**src/rtl/dspsg_pkg.sv**
```systemverilog
// ----------------------------------------------------------------------------
// dspsg_pkg: shared definitions for the dual servo PWM speed governor
// Event codes, select codes, register indexes, reset values, reload
// arithmetic constants, and the request and response bundles of the shared
// divider.
// ----------------------------------------------------------------------------
package dspsg_pkg;

  // Shared divider sizing: the slew difference is at most 255, the divisor
  // at most 48
  localparam int DIVIDEND_W = 8;
  localparam int DIVISOR_W  = 7;
  localparam int STEP_W     = $clog2(DIVIDEND_W);

  // Configuration port
  localparam int CFG_IDX_W  = 3;
  localparam int CFG_DATA_W = 8;

  // Event codes
  localparam logic [1:0] OP_STEER    = 2'd0;
  localparam logic [1:0] OP_BRAKE    = 2'd1;
  localparam logic [1:0] OP_EDGE     = 2'd2;
  localparam logic [1:0] OP_DEBOUNCE = 2'd3;

  // Servo select codes
  localparam logic [1:0] SEL_STEER = 2'd0;
  localparam logic [1:0] SEL_BRAKE = 2'd1;
  localparam logic [1:0] SEL_NONE  = 2'd2;

  // Register indexes
  localparam logic [CFG_IDX_W-1:0] REG_BRAKE_ON   = 3'd0;
  localparam logic [CFG_IDX_W-1:0] REG_BRAKE_OFF  = 3'd1;
  localparam logic [CFG_IDX_W-1:0] REG_SPEED_HIGH = 3'd2;
  localparam logic [CFG_IDX_W-1:0] REG_SPEED_LOW  = 3'd3;
  localparam logic [CFG_IDX_W-1:0] REG_MAX_RISE   = 3'd4;
  localparam logic [CFG_IDX_W-1:0] REG_WINDOW     = 3'd5;
  localparam logic [CFG_IDX_W-1:0] REG_FLOOR      = 3'd6;
  localparam logic [CFG_IDX_W-1:0] REG_CEILING    = 3'd7;

  // Reload arithmetic: the numerator is at most 255*1023+99. Division by 100
  // is a multiply by ceil(2^25/100) keeping bits 25 and up, exact over that
  // whole range.
  localparam int RELOAD_W    = 18;
  localparam int RECIP_W     = 19;
  localparam int RECIP_SHIFT = 25;
  localparam int RELOAD_Q_W  = 12;
  localparam int PROD_W      = RELOAD_W + RECIP_W;
  localparam logic [RECIP_W-1:0] RELOAD_RECIP = 19'd335545;
  localparam logic [15:0] HIGH_BASE = 16'd65075;
  localparam logic [15:0] LOW_BASE  = 16'd47566;
  localparam logic [RELOAD_W-1:0] ROUND_UP   = 18'd99;
  localparam logic [6:0]          RELOAD_DIV = 7'd100;
  localparam logic [7:0] SLEW_BIAS  = 8'd2;
  localparam logic [5:0] SPEED_SPAN = 6'd32;

  // Reset values
  localparam logic [7:0] RST_BRAKE_ON   = 8'd93;
  localparam logic [7:0] RST_BRAKE_OFF  = 8'd70;
  localparam logic [5:0] RST_SPEED_HIGH = 6'd15;
  localparam logic [5:0] RST_SPEED_LOW  = 6'd8;
  localparam logic [7:0] RST_MAX_RISE   = 8'd50;
  localparam logic [5:0] RST_WINDOW     = 6'd25;
  localparam logic [4:0] RST_FLOOR      = 5'd6;
  localparam logic [4:0] RST_CEILING    = 5'd25;
  localparam logic [7:0] RST_ANGLE      = 8'd90;
  localparam logic [4:0] RST_SPEED      = 5'd6;

  typedef struct packed {
    logic                  start;
    logic [DIVIDEND_W-1:0] dividend;
    logic [DIVISOR_W-1:0]  divisor;
  } div_req_t;

  typedef struct packed {
    logic                  done;
    logic [DIVIDEND_W-1:0] quotient;
  } div_rsp_t;

endpackage

```
**src/rtl/dspsg_divider.sv**
```systemverilog
// ----------------------------------------------------------------------------
// dspsg_divider: shared restoring divider
// One quotient bit per cycle; done pulses with the quotient once all
// DIVIDEND_W quotient bits are formed.
// ----------------------------------------------------------------------------
module dspsg_divider (
  input  logic               clk,
  input  logic               rst,
  input  dspsg_pkg::div_req_t req,
  output dspsg_pkg::div_rsp_t rsp
);

  localparam logic [dspsg_pkg::STEP_W-1:0] LAST_STEP =
    dspsg_pkg::STEP_W'(dspsg_pkg::DIVIDEND_W - 1);

  logic                               busy;
  logic                               done;
  logic [dspsg_pkg::STEP_W-1:0]       cnt;
  logic [dspsg_pkg::DIVISOR_W-1:0]    rem;
  logic [dspsg_pkg::DIVISOR_W-1:0]    dsr;
  logic [dspsg_pkg::DIVIDEND_W-1:0]   quo;
  logic [dspsg_pkg::DIVISOR_W:0]      trial;
  logic [dspsg_pkg::DIVISOR_W:0]      trial_sub;
  logic                               fits;

  // Shift in the next dividend bit and try the subtract
  assign trial     = {rem, quo[dspsg_pkg::DIVIDEND_W-1]};
  assign trial_sub = trial - {1'b0, dsr};
  assign fits      = (trial >= {1'b0, dsr});

  always_ff @(posedge clk) begin
    if (rst) begin
      busy <= 1'b0;
      done <= 1'b0;
      cnt  <= '0;
    end else begin
      done <= 1'b0;
      if (req.start) begin
        busy <= 1'b1;
        cnt  <= '0;
      end else if (busy) begin
        cnt <= cnt + 1'b1;
        if (cnt == LAST_STEP) begin
          busy <= 1'b0;
          done <= 1'b1;
        end
      end
    end
  end

  always_ff @(posedge clk) begin
    if (req.start) begin
      quo <= req.dividend;
      dsr <= req.divisor;
      rem <= '0;
    end else if (busy) begin
      rem <= fits ? trial_sub[dspsg_pkg::DIVISOR_W-1:0] : trial[dspsg_pkg::DIVISOR_W-1:0];
      quo <= {quo[dspsg_pkg::DIVIDEND_W-2:0], fits};
    end
  end

  assign rsp.done     = done;
  assign rsp.quotient = quo;

endmodule

```
**src/rtl/dual_servo_pwm_speed_governor.sv**
```systemverilog
// ----------------------------------------------------------------------------
// dual_servo_pwm_speed_governor: two-servo PWM phase driver with speed governor
// Turns timer-overflow, encoder-edge and debounce-expiry events into servo
// pin levels, timer reloads, and encoder speed and distance figures.
// ----------------------------------------------------------------------------
// One event is taken at a time; in_stall stays high until its result sits in
// the output register, which then waits for the downstream side while the next
// event may already come in. Encoder-edge and debounce-expiry events go from
// the transfer cycle straight to ST_FINISH. For a servo event the transfer
// cycle forms angle*1023 (plus 99 when rounding up), the next divides by 100
// through a reciprocal multiply and forms the reload. A steering low phase
// whose angle must move adds a pass through the shared 8-step restoring
// divider for the slew step; a brake low phase that closes a speed window adds
// the window update states ST_WIN_RISE, ST_WIN_CAP and ST_WIN_APPLY. A blocked
// output register holds the result in ST_FINISH until it is free again.
// Configuration writes land at any cycle and must only come while the block
// is idle.
// ----------------------------------------------------------------------------
module dual_servo_pwm_speed_governor (
  input  logic                             clk,
  input  logic                             rst,
  // configuration write port
  input  logic                             cfg_write,
  input  logic [dspsg_pkg::CFG_IDX_W-1:0]  cfg_index,
  input  logic [dspsg_pkg::CFG_DATA_W-1:0] cfg_data,
  // event channel
  input  logic                             in_valid,
  output logic                             in_stall,
  input  logic [1:0]                       operation,
  input  logic [7:0]                       target_angle,
  input  logic                             need_brake,
  // result channel
  output logic                             out_valid,
  input  logic                             out_stall,
  output logic [1:0]                       servo_select,
  output logic                             pin_level,
  output logic [15:0]                      reload_value,
  output logic                             debounce_start,
  output logic                             pulse_enable,
  output logic [4:0]                       measured_speed,
  output logic [15:0]                      distance_total
);

  // Sequencer states
  localparam logic [2:0] ST_IDLE      = 3'd0;
  localparam logic [2:0] ST_RELOAD    = 3'd1;
  localparam logic [2:0] ST_DIV_SLEW  = 3'd2;
  localparam logic [2:0] ST_WIN_RISE  = 3'd3;
  localparam logic [2:0] ST_WIN_CAP   = 3'd4;
  localparam logic [2:0] ST_WIN_APPLY = 3'd5;
  localparam logic [2:0] ST_FINISH    = 3'd6;

  logic [2:0] state;

  // Configuration registers
  logic [7:0] brake_on_angle;
  logic [7:0] brake_off_angle;
  logic [5:0] brake_speed_high;
  logic [5:0] brake_speed_low;
  logic [7:0] max_count_rise;
  logic [5:0] window_periods;
  logic [4:0] speed_floor;
  logic [4:0] speed_ceiling;

  // Block state
  logic        steer_phase;
  logic [7:0]  steer_angle;
  logic        brake_phase;
  logic [7:0]  brake_angle;
  logic [5:0]  period_count;
  logic [15:0] pulse_count;
  logic [15:0] last_count;
  logic [4:0]  speed_value;
  logic [15:0] journey_count;
  logic        debouncing;

  // Event in flight
  logic [1:0]  op_q;
  logic [7:0]  target_q;
  logic        need_q;
  logic        res_pin;
  logic [15:0] res_reload;
  logic        res_dstart;
  logic        slew_up;
  logic [15:0] rise;
  logic        rise_pos;
  logic [dspsg_pkg::RELOAD_W-1:0] reload_num;

  dspsg_pkg::div_req_t div_req;
  dspsg_pkg::div_rsp_t div_rsp;

  // Datapath around the shared divider
  logic                             in_xfer;
  logic                             out_free;
  logic                             load_out;
  logic [7:0]                       acc_angle;
  logic                             acc_high;
  logic [dspsg_pkg::RELOAD_W-1:0]   angle_ext;
  logic [dspsg_pkg::RELOAD_W-1:0]   angle_scaled;
  logic [dspsg_pkg::RELOAD_W-1:0]   reload_dividend;
  logic [dspsg_pkg::PROD_W-1:0]     reload_prod;
  logic [dspsg_pkg::RELOAD_Q_W-1:0] reload_quo;
  logic [7:0]                       slew_diff;
  logic [5:0]                       speed_gap;
  logic [6:0]                       gap_triple;
  logic [dspsg_pkg::DIVISOR_W-1:0]  slew_div;
  logic [5:0]                       period_inc;
  logic [15:0]                      reload_calc;
  logic [7:0]                       slew_step;
  logic [15:0]                      capped_count;
  logic                             cap_hit;
  logic [4:0]                       ceil_lim;
  logic [4:0]                       spd;

  assign in_stall = (state != ST_IDLE);
  assign in_xfer  = in_valid && !in_stall;
  assign out_free = !out_valid || !out_stall;
  assign load_out = (state == ST_FINISH) && out_free;

  // Reload dividend: angle*1023, plus 99 to round up in the high phase
  assign acc_angle       = (operation == dspsg_pkg::OP_BRAKE) ? brake_angle : steer_angle;
  assign acc_high        = (operation == dspsg_pkg::OP_BRAKE) ? !brake_phase : !steer_phase;
  assign angle_ext       = {10'b0, acc_angle};
  assign angle_scaled    = (angle_ext << 10) - angle_ext;
  assign reload_dividend = angle_scaled + (acc_high ? dspsg_pkg::ROUND_UP : '0);

  // Divide by 100: multiply by the reciprocal and keep the upper bits
  assign reload_prod = {{dspsg_pkg::RECIP_W{1'b0}}, reload_num} *
                       {{dspsg_pkg::RELOAD_W{1'b0}}, dspsg_pkg::RELOAD_RECIP};
  assign reload_quo  = reload_prod[dspsg_pkg::RECIP_SHIFT +: dspsg_pkg::RELOAD_Q_W];

  // Slew divisor: floor(3*(32 - speed)/2), between 1 and 48
  assign slew_diff  = (target_q > steer_angle) ? (target_q - steer_angle)
                                               : (steer_angle - target_q);
  assign speed_gap  = dspsg_pkg::SPEED_SPAN - {1'b0, speed_value};
  assign gap_triple = {1'b0, speed_gap} + {speed_gap, 1'b0};
  assign slew_div   = {1'b0, gap_triple[6:1]};

  assign period_inc  = period_count + 6'd1;
  assign reload_calc = res_pin ? (dspsg_pkg::HIGH_BASE - 16'(reload_quo))
                               : (dspsg_pkg::LOW_BASE + 16'(reload_quo));
  assign slew_step   = div_rsp.quotient[7:0] + dspsg_pkg::SLEW_BIAS;

  // Window: cap the count rise, then clamp ceiling first and floor last
  assign capped_count = last_count + {8'b0, max_count_rise};
  assign cap_hit      = rise_pos && (rise > {8'b0, max_count_rise});
  assign ceil_lim     = (last_count > {11'b0, speed_ceiling}) ? speed_ceiling : last_count[4:0];
  assign spd          = (ceil_lim < speed_floor) ? speed_floor : ceil_lim;

  dspsg_divider u_divider (
    .clk (clk),
    .rst (rst),
    .req (div_req),
    .rsp (div_rsp)
  );

  // Configuration registers
  always_ff @(posedge clk) begin
    if (rst) begin
      brake_on_angle   <= dspsg_pkg::RST_BRAKE_ON;
      brake_off_angle  <= dspsg_pkg::RST_BRAKE_OFF;
      brake_speed_high <= dspsg_pkg::RST_SPEED_HIGH;
      brake_speed_low  <= dspsg_pkg::RST_SPEED_LOW;
      max_count_rise   <= dspsg_pkg::RST_MAX_RISE;
      window_periods   <= dspsg_pkg::RST_WINDOW;
      speed_floor      <= dspsg_pkg::RST_FLOOR;
      speed_ceiling    <= dspsg_pkg::RST_CEILING;
    end else if (cfg_write) begin
      case (cfg_index)
        dspsg_pkg::REG_BRAKE_ON:   brake_on_angle   <= cfg_data;
        dspsg_pkg::REG_BRAKE_OFF:  brake_off_angle  <= cfg_data;
        dspsg_pkg::REG_SPEED_HIGH: brake_speed_high <= cfg_data[5:0];
        dspsg_pkg::REG_SPEED_LOW:  brake_speed_low  <= cfg_data[5:0];
        dspsg_pkg::REG_MAX_RISE:   max_count_rise   <= cfg_data;
        dspsg_pkg::REG_WINDOW:     window_periods   <= cfg_data[5:0];
        dspsg_pkg::REG_FLOOR:      speed_floor      <= cfg_data[4:0];
        dspsg_pkg::REG_CEILING:    speed_ceiling    <= cfg_data[4:0];
        default: ;
      endcase
    end
  end

  // Sequencer and block state
  always_ff @(posedge clk) begin
    if (rst) begin
      state         <= ST_IDLE;
      steer_phase   <= 1'b0;
      steer_angle   <= dspsg_pkg::RST_ANGLE;
      brake_phase   <= 1'b0;
      brake_angle   <= dspsg_pkg::RST_ANGLE;
      period_count  <= '0;
      pulse_count   <= '0;
      last_count    <= '0;
      speed_value   <= dspsg_pkg::RST_SPEED;
      journey_count <= '0;
      debouncing    <= 1'b0;
      op_q          <= dspsg_pkg::OP_EDGE;
      target_q      <= '0;
      need_q        <= 1'b0;
      res_pin       <= 1'b0;
      res_reload    <= '0;
      res_dstart    <= 1'b0;
      slew_up       <= 1'b0;
      rise          <= '0;
      rise_pos      <= 1'b0;
      reload_num    <= '0;
      div_req       <= '0;
    end else begin
      div_req.start <= 1'b0;
      case (state)
        ST_IDLE: begin
          if (in_xfer) begin
            op_q       <= operation;
            target_q   <= target_angle;
            need_q     <= need_brake;
            res_pin    <= 1'b0;
            res_reload <= '0;
            res_dstart <= 1'b0;
            case (operation)
              dspsg_pkg::OP_STEER, dspsg_pkg::OP_BRAKE: begin
                // Toggle the phase; hold the reload numerator of the old angle
                res_pin <= acc_high;
                if (operation == dspsg_pkg::OP_BRAKE) begin
                  brake_phase <= !brake_phase;
                end else begin
                  steer_phase <= !steer_phase;
                end
                reload_num <= reload_dividend;
                state      <= ST_RELOAD;
              end
              dspsg_pkg::OP_EDGE: begin
                // Count the edge unless the debounce timer still runs
                if (!debouncing) begin
                  pulse_count   <= pulse_count + 16'd1;
                  journey_count <= journey_count + 16'd1;
                  debouncing    <= 1'b1;
                  res_dstart    <= 1'b1;
                end
                state <= ST_FINISH;
              end
              default: begin
                debouncing <= 1'b0;
                state      <= ST_FINISH;
              end
            endcase
          end
        end
        ST_RELOAD: begin
          res_reload <= reload_calc;
          if (!res_pin && (op_q == dspsg_pkg::OP_STEER) && (target_q != steer_angle)) begin
            slew_up          <= (target_q > steer_angle);
            div_req.start    <= 1'b1;
            div_req.dividend <= slew_diff;
            div_req.divisor  <= slew_div;
            state            <= ST_DIV_SLEW;
          end else if (!res_pin && (op_q == dspsg_pkg::OP_BRAKE)) begin
            if (period_inc >= window_periods) begin
              period_count <= '0;
              state        <= ST_WIN_RISE;
            end else begin
              period_count <= period_inc;
              state        <= ST_FINISH;
            end
          end else begin
            state <= ST_FINISH;
          end
        end
        ST_DIV_SLEW: begin
          if (div_rsp.done) begin
            // Angle wraps in 8 bits on overshoot
            steer_angle <= slew_up ? (steer_angle + slew_step) : (steer_angle - slew_step);
            state       <= ST_FINISH;
          end
        end
        ST_WIN_RISE: begin
          rise     <= pulse_count - last_count;
          rise_pos <= (pulse_count > last_count);
          state    <= ST_WIN_CAP;
        end
        ST_WIN_CAP: begin
          last_count  <= cap_hit ? capped_count : pulse_count;
          pulse_count <= '0;
          state       <= ST_WIN_APPLY;
        end
        ST_WIN_APPLY: begin
          // last_count now holds the measured count of this window
          speed_value <= spd;
          if (need_q) begin
            if (last_count >= {10'b0, brake_speed_high}) begin
              brake_angle <= brake_on_angle;
            end else if (last_count <= {10'b0, brake_speed_low}) begin
              brake_angle <= brake_off_angle;
            end
          end else begin
            brake_angle <= brake_off_angle;
          end
          state <= ST_FINISH;
        end
        ST_FINISH: begin
          // Hold until the output register can take the result
          if (out_free) begin
            state <= ST_IDLE;
          end
        end
        default: begin
          state <= ST_IDLE;
        end
      endcase
    end
  end

  // Output register
  always_ff @(posedge clk) begin
    if (rst) begin
      out_valid <= 1'b0;
    end else if (load_out) begin
      out_valid <= 1'b1;
    end else if (!out_stall) begin
      out_valid <= 1'b0;
    end
  end

  always_ff @(posedge clk) begin
    if (load_out) begin
      servo_select   <= (op_q == dspsg_pkg::OP_STEER) ? dspsg_pkg::SEL_STEER :
                        (op_q == dspsg_pkg::OP_BRAKE) ? dspsg_pkg::SEL_BRAKE :
                                                        dspsg_pkg::SEL_NONE;
      pin_level      <= res_pin;
      reload_value   <= res_reload;
      debounce_start <= res_dstart;
      pulse_enable   <= !debouncing;
      measured_speed <= speed_value;
      distance_total <= journey_count;
    end
  end

  // The divider answers only while the sequencer waits for the slew step
  assert property (@(posedge clk) disable iff (rst)
    div_rsp.done |-> (state == ST_DIV_SLEW))
    else $error("divider done outside the slew state");

  // A finished result waits while the output register is still blocked
  assert property (@(posedge clk) disable iff (rst)
    (state == ST_FINISH && out_valid && out_stall) |=> (state == ST_FINISH))
    else $error("result left while output register was blocked");

  // Events without a servo carry no pin level and no reload
  assert property (@(posedge clk) disable iff (rst)
    (out_valid && servo_select == dspsg_pkg::SEL_NONE) |-> (!pin_level && reload_value == '0))
    else $error("servo fields set on an event without a servo");

endmodule
```
**config.mk**
```make
export PLATFORM = sky130hd
export DESIGN_NAME = dual_servo_pwm_speed_governor
export DESIGN_NICKNAME = d
export VERILOG_FILES = /design/src/rtl/dspsg_pkg.sv /design/src/rtl/dspsg_divider.sv /design/src/rtl/dual_servo_pwm_speed_governor.sv
export SDC_FILE = /design/constraint.sdc
export NUM_CORES = 1
export LEC_CHECK = 0
export BUFFER_PORTS_ARGS = -buffer_cell sky130_fd_sc_hd__buf_4
export CORE_MARGIN = 1
export CORE_UTILIZATION = 45
export DETAILED_ROUTE_END_ITERATION = 8
export GPL_ROUTABILITY_DRIVEN = 0
export GPL_TIMING_DRIVEN = 0
export PLACE_DENSITY = 0.6
export SLEW_MARGIN = 20
export SYNTH_ARGS = -nofsm -noshare
export SYNTH_HDL_FRONTEND = slang
export SYNTH_HIERARCHICAL = 1
export SYNTH_SLANG_ARGS = --single-unit
export TNS_END_PERCENT = 10
```
**constraint.sdc**
```tcl
create_clock -name clk -period 9.4 [get_ports clk]
set_clock_uncertainty 0.05 [all_clocks]
set_input_delay 0.47 -clock clk [delete_from_list [all_inputs] [get_ports clk]]
set_output_delay 0.47 -clock clk [all_outputs]
set_load 0.1 [all_outputs]
```
Yosys cells after proc, flatten, opt, wreduce, memory -nomap -nowiden:

Index checks and enable logic that the tools add are counted.

* register bits after elaboration: 282
* latch bits: 0
* bits in writable memories: 0
* memory bits (read-only): 0
* input port bits: 27
* output and inout port bits: 44
* word-level logic and storage cells: 194
* memories: 0

* add/subtract/negate cells: 18
* multiply operators: 1
* div/mod/pow operators: 0
* order comparisons: 9
* equality and inequality tests: 25
* shifts and indexed selects: 0
* mux-type cells: 42
* bitwise logic cells: 6
* reductions and logical operators: 47

Operator list (count)
* 2-to-1 mux 16 bit: 7
* 2-to-1 mux 8 bit: 8
* case mux 16 bit (2 select lines): 2
* multiplier 18 x 19 -> 37 bit (second input constant): 1
* adder 16 x 1 -> 16 bit (second input constant): 2
* AND reduction 2 bit: 13
* == test 3 bit (second input constant): 8
* subtractor 8 bit: 3
* 2-to-1 mux 3 bit: 7
* case mux 3 bit (7 select lines): 1
* adder 18 x 7 -> 18 bit: 1
* subtractor 18 x 8 -> 18 bit: 1
* adder 16 x 12 -> 16 bit (first input constant): 1
* adder 16 x 8 -> 16 bit: 1
* >= comparator 16 x 6 -> 1 bit: 1
* greater-than comparator 16 bit: 1
* greater-than comparator 16 x 5 -> 1 bit: 1
* greater-than comparator 16 x 8 -> 1 bit: 1
* <= comparator 16 x 6 -> 1 bit: 1
* AND reduction 4 bit: 4
* subtractor 16 bit: 1
* 2-to-1 mux 7 bit: 2
* subtractor 10 x 13 -> 14 bit (first input constant): 1
* == test 3 x 2 -> 1 bit (second input constant): 4
* 34 further kinds: 75

Logic depth before layout (Yosys ltp):

* depth after elaboration: 6
* gate-level depth with buffers: 27
* mapped depth without buffers: 26

Cells and area by module:

Netlist, hierarchy kept.

By module, submodules not included
* dual_servo_pwm_speed_governor: instances 1, cells each 2227, area an instance 19932.9 um^2, sequential area each 5545.3 um^2
* dspsg_divider: instances 1, cells each 151, area an instance 1605.3 um^2, sequential area each 690.7 um^2

Worst setup path after synthesis:

Ideal clock, no wire load.

* path type: register -> register
* start point: reg reload_num[7] (netlist name)
* end point: reg res_reload[10]
* setup time: 0.122 ns
* arrival: 6.350 ns
* path slack: 2.877 ns
* stages on the path, launching flop included: 26
* clock period less this slack: 6.523 ns
* cell sequence: dfxtp_1 > fa_1 > inv_1 > fa_1 > inv_1 > fa_1 > fa_1 > fa_1 > inv_1 > fa_1 > inv_1 > ha_1 > and4_4 > and4_1 > nand4_1 > o31ai_1 > nor3_1 > or2_2 > clkbuf_1 > ha_1 > inv_1 > a21oi_1 > o221ai_1 > a21o_1 > a21oi_1 > a311o_1

* word-level cells in the longest chain between the ends: 4
* elaborated cells between the ends (all ways): 5
* classes of those cells: 2 x add/sub; 1 x mul; 2 x mux

Ends and longest elaborated chain
* start: declaration: RTL line dual_servo_pwm_speed_governor.sv:87 `logic [dspsg_pkg::RELOAD_W-1:0] reload_num;`
* start signal: assignment: RTL line dual_servo_pwm_speed_governor.sv:228 `reload_num <= reload_dividend;`
* multiplier 18 x 19 -> 37 bit (*): RTL line dual_servo_pwm_speed_governor.sv:128 `assign reload_prod = {{dspsg_pkg::RECIP_W{1'b0}}, reload_num} *`
* adder 16 x 12 -> 16 bit or subtractor 10 x 13 -> 14 bit (tied branches): RTL line dual_servo_pwm_speed_governor.sv:141, dual_servo_pwm_speed_governor.sv:140
* 2-to-1 mux 16 bit (*): RTL line dual_servo_pwm_speed_governor.sv:140 `assign reload_calc = res_pin ? (dspsg_pkg::HIGH_BASE - 16'(reload_quo))`
* case mux 16 bit (2 select lines) (*): RTL line dual_servo_pwm_speed_governor.sv:210 `case (state)`
* end signal: assignment: RTL line dual_servo_pwm_speed_governor.sv:249 `res_reload <= reload_calc;`
* end: declaration: RTL line dual_servo_pwm_speed_governor.sv:82 `logic [15:0] res_reload;`

Every way passes the cells marked *; elsewhere a longest branch is shown, timed or not.
A chain may end at the register's enable or synchronous reset.

Worst setup path in the final report:

* start point: reg reload_num[8] (netlist name)
* end point: reg res_reload[10]

The elaborated chain is that of the path after synthesis.

==> implementation parameters <==
Parameter                              Value

Synthesis
  Cell type with the largest total area after synthesis ... dfxtp_1
  Portion of synthesized cell area occupied by the leading cell type ... 21.0%
  Count of unique library cells instantiated by Yosys ... 101
  Summed instance area of the synthesized netlist ... 21500 sq um
  Synthesized netlist cell count ... 2378
  Proportion of synthesized flip-flops having asynchronous set or reset ... 0%
  Number of synthesized flops with an enable pin ... 57
  Proportion of synthesized chip area in sequential cells ... 29.0%
  Mean Syn Cell Area ... 9.06 sq um
  Most area-consuming cells after synthesis ... dfxtp_1 21%, ha_1 15%, fa_1 12%
  Net count after synthesis ... 2790
  Register bit total from synthesis ... 283
  Prevailing post-synth register cell ... dfxtp_1
  Yosys warning count ... 6

Power
  Leakage component of the power ... 11.1 nW
  Total power density per cell area ... 184 nW/um^2
  Worst-case vdd ir drop ... 0.000111 V

Die
  Core box area ... 46900 sq um
  Die Outline Area ... 48700 sq um
  Standard-cell rows ... 79
  Count of boundary I/O pins ... 71
  Initial core utilization ... 46.0%
  Die W ... 221 um
  DIE HEIGHT ... 221 um

CTS
  Number of hold buffers added after CTS ... 0
  CTS tree ... yes
  Number of buffers on the longest clock path ... 3
  Clock insertion delay at the later pin of the skew report ... 0.56 ns
  Root buf cell ... clkbuf_16
  TritonCTS Buffers ... 35
  Total clock sinks ... 283
  H-tree depth ... 2
  Number of cells upsized or downsized after cts ... 0
  Reg clk slew, reported paths ... 0.06 ns
  Post-CTS setup repair buffer count ... 0

Critical path
  Sort of element at the end of the critical path ... flop
  Worst Path Arrival ... 7.94 ns
  Worst-path maximum fanout ... 9
  Worst setup SP type ... flop
  Data required, critical path ... 9.79 ns
  Critical path class ... flop to flop

Placed design
  Minimum setup slack after placement ... 1.92 ns
  Quantity of I/O buffers inserted on ports ... 62
  DPL Wire Length ... 44200 um

Drt
  Final Routed Wirelength ... 55400 um
  DRC viols ... 1
  Overall via count from detail_route ... 17000
  Remaining antenna violation count ... 0
  Number of vias per cell after detailed routing ... 5.46
  Initial DRC count ... 900
  Wire length per cell ... 17.8 um
  Pre-Repair DR Iteration Count ... 7

Timing
  Min Tclk post-route ... 7.55 ns
  Setup repair after global routing missed its margin ... false
  Final worst-path setup slack ... 1.85 ns
  Highest attainable clock frequency ... 132 MHz
  Period Utilization, post-route ... 80.4%
  Hold Vio Cnt, Final ... 0
  Aggregate negative setup slack ... 0 ns
  Count of final max-slew check failures ... 0
  Relative slew slack ... 36.6%
  Slew at the pin closest to its max-slew limit ... 0.944 ns
  Final setup violation count ... 0

Final layout
  Final Net Count ... 2892
  Layout cell share with drive strength beyond 1 ... 7.46%
  Area grow syn2layout ... 11.5%
  Count of inserted antenna diode cells ... 0

Status
  Failing checks ... design-rule violations
  Run status ... finished with violations

GRT
  Via count of the first global-routing pass ... 16800
  Overall routing resource usage ... 23.2%
  Largest net degree at the start of global routing ... 24
  First-pass GRT wire length ... 88300 um
  Global route total overflow ... 0
  Antenna violations before repair ... 0

Job
  Number of maximum-capacitance violations ... 0

Hold path
  Tightest Hold Check Type ... input port to flop
## power by group
part	total [mW]	switching, mW	internal [mW]
Sequential	1.39	0.0815	1.31
Clock	1.37	0.554	0.818
Combinational	1.65	1.02	0.631
## placed cells by master (no fill, tap or decap), types with 39 or more instances in the layout
cell	n
inv_1	321
ha_1	260
dfxtp_1	226
nand2_1	208
nor2_1	160
a21oi_1	144
fa_1	125
clkbuf_1	80
mux2i_1	75
o21ai_0	73
buf_4	67
edfxtp_1	57
nand3_1	51
xnor2_1	49
a21o_1	40
xor2_1	39
## routing by layer
layer  global-route usage [%]  routed length (um)
met3                     3.16                2700
met2                     38.9               26300
met1                     30.5               24800
met4                     8.17                1620
met5                        0                   0
## cell type report
class                   count  area [sq um]
multi-input cells        1689         13800
clock inverters            14           171
well taps                 607           759
clock buffers              50           983
fillers                  4434         22800
plain buffers              85           355
flip-flops and latches    283          6240
repair buffers             65           528
inverters                 321          1200
## cell usage after synthesis, drive strengths merged (49+ instances only)
master  number
a21oi      146
clkbuf      69
dfxtp      226
edfxtp      57
fa         125
ha         260
inv        321
mux2i       75
nand2      209
nand3       52
nor2       160
o21ai       85
xnor2       49
## cell families after synthesis
| logic type | Yosys count | share of synthesized area [%] |
|---|---|---|
| buf+inv | 406 | 7.24 |
| fa+ha+maj | 385 | 26.7 |
| flops | 283 | 29.0 |
| simple gates | 669 | 15.3 |
| xor+xnor | 88 | 3.58 |
| other cells | 1 | 0.0174 |
| mux | 86 | 4.06 |
| compound gates | 460 | 14.1 |
## critical path, cell delays in order, from the launching register on
cell and delay [ns]:
dfxtp_1 0.74, fa_1 0.56, inv_1 0.13, fa_1 0.45
inv_1 0.12, fa_1 0.44, fa_1 0.49, fa_1 0.55
inv_1 0.05, fa_1 0.53, inv_1 0.04, ha_1 0.35
and4_4 0.27, and4_1 0.27, nand4_1 0.24, o31ai_1 0.37
nor3_1 0.11, or2_2 0.28, clkbuf_1 0.17, ha_1 0.28
inv_1 0.09, a21oi_1 0.07, o221ai_1 0.24, a21o_1 0.19
a21oi_1 0.07, a311o_1 0.31
## state kept, by name, indices dropped and copies added (netlist names), 8 cells and up
| register | count |
|---|---|
| reload_num | 18 |
| distance_total | 16 |
| journey_count | 16 |
| last_count | 16 |
| pulse_count | 16 |
| reload_value | 16 |
| res_reload | 16 |
| rise | 16 |
| div_req | 15 |
| brake_angle | 8 |
| brake_off_angle | 8 |
| brake_on_angle | 8 |
| max_count_rise | 8 |
| steer_angle | 8 |
| target_q | 8 |
| u_divider/quo | 8 |
## metrics by stage
step / utilization, % / cell area (sq um) / total power, mW / hold slack [ns] / std cells
6_report: 51.2 / 24000 / 4.41 / 0.109 / 3114
3_3_place_gp: 48.6 / 22800 / 3.04 / 0.363 / 3047
2_1_floorplan: - / 21500 / 2.63 / 0.351 / 2378
3_5_place_dp: 48.8 / 22800 / 3.07 / 0.369 / 3050
5_1_grt: 51.2 / 24000 / 4.72 / 0.105 / 3114
4_1_cts: 51.2 / 24000 / 4.46 / 0.0835 / 3114
## worst paths after layout
kind                                    start                 end  slack [ns]  depth (start not counted)
worst min register to register     div_req[3]    u_divider/dsr[3]        0.38                          0
worst min-delay path              cfg_data[6]  brake_off_angle[6]        0.11                          3
worst max-delay path            reload_num[8]      res_reload[10]        1.85                         25
worst max register to register  reload_num[8]      res_reload[10]        1.85                         25
No activity file was read; power rests on OpenSTA's default activity.
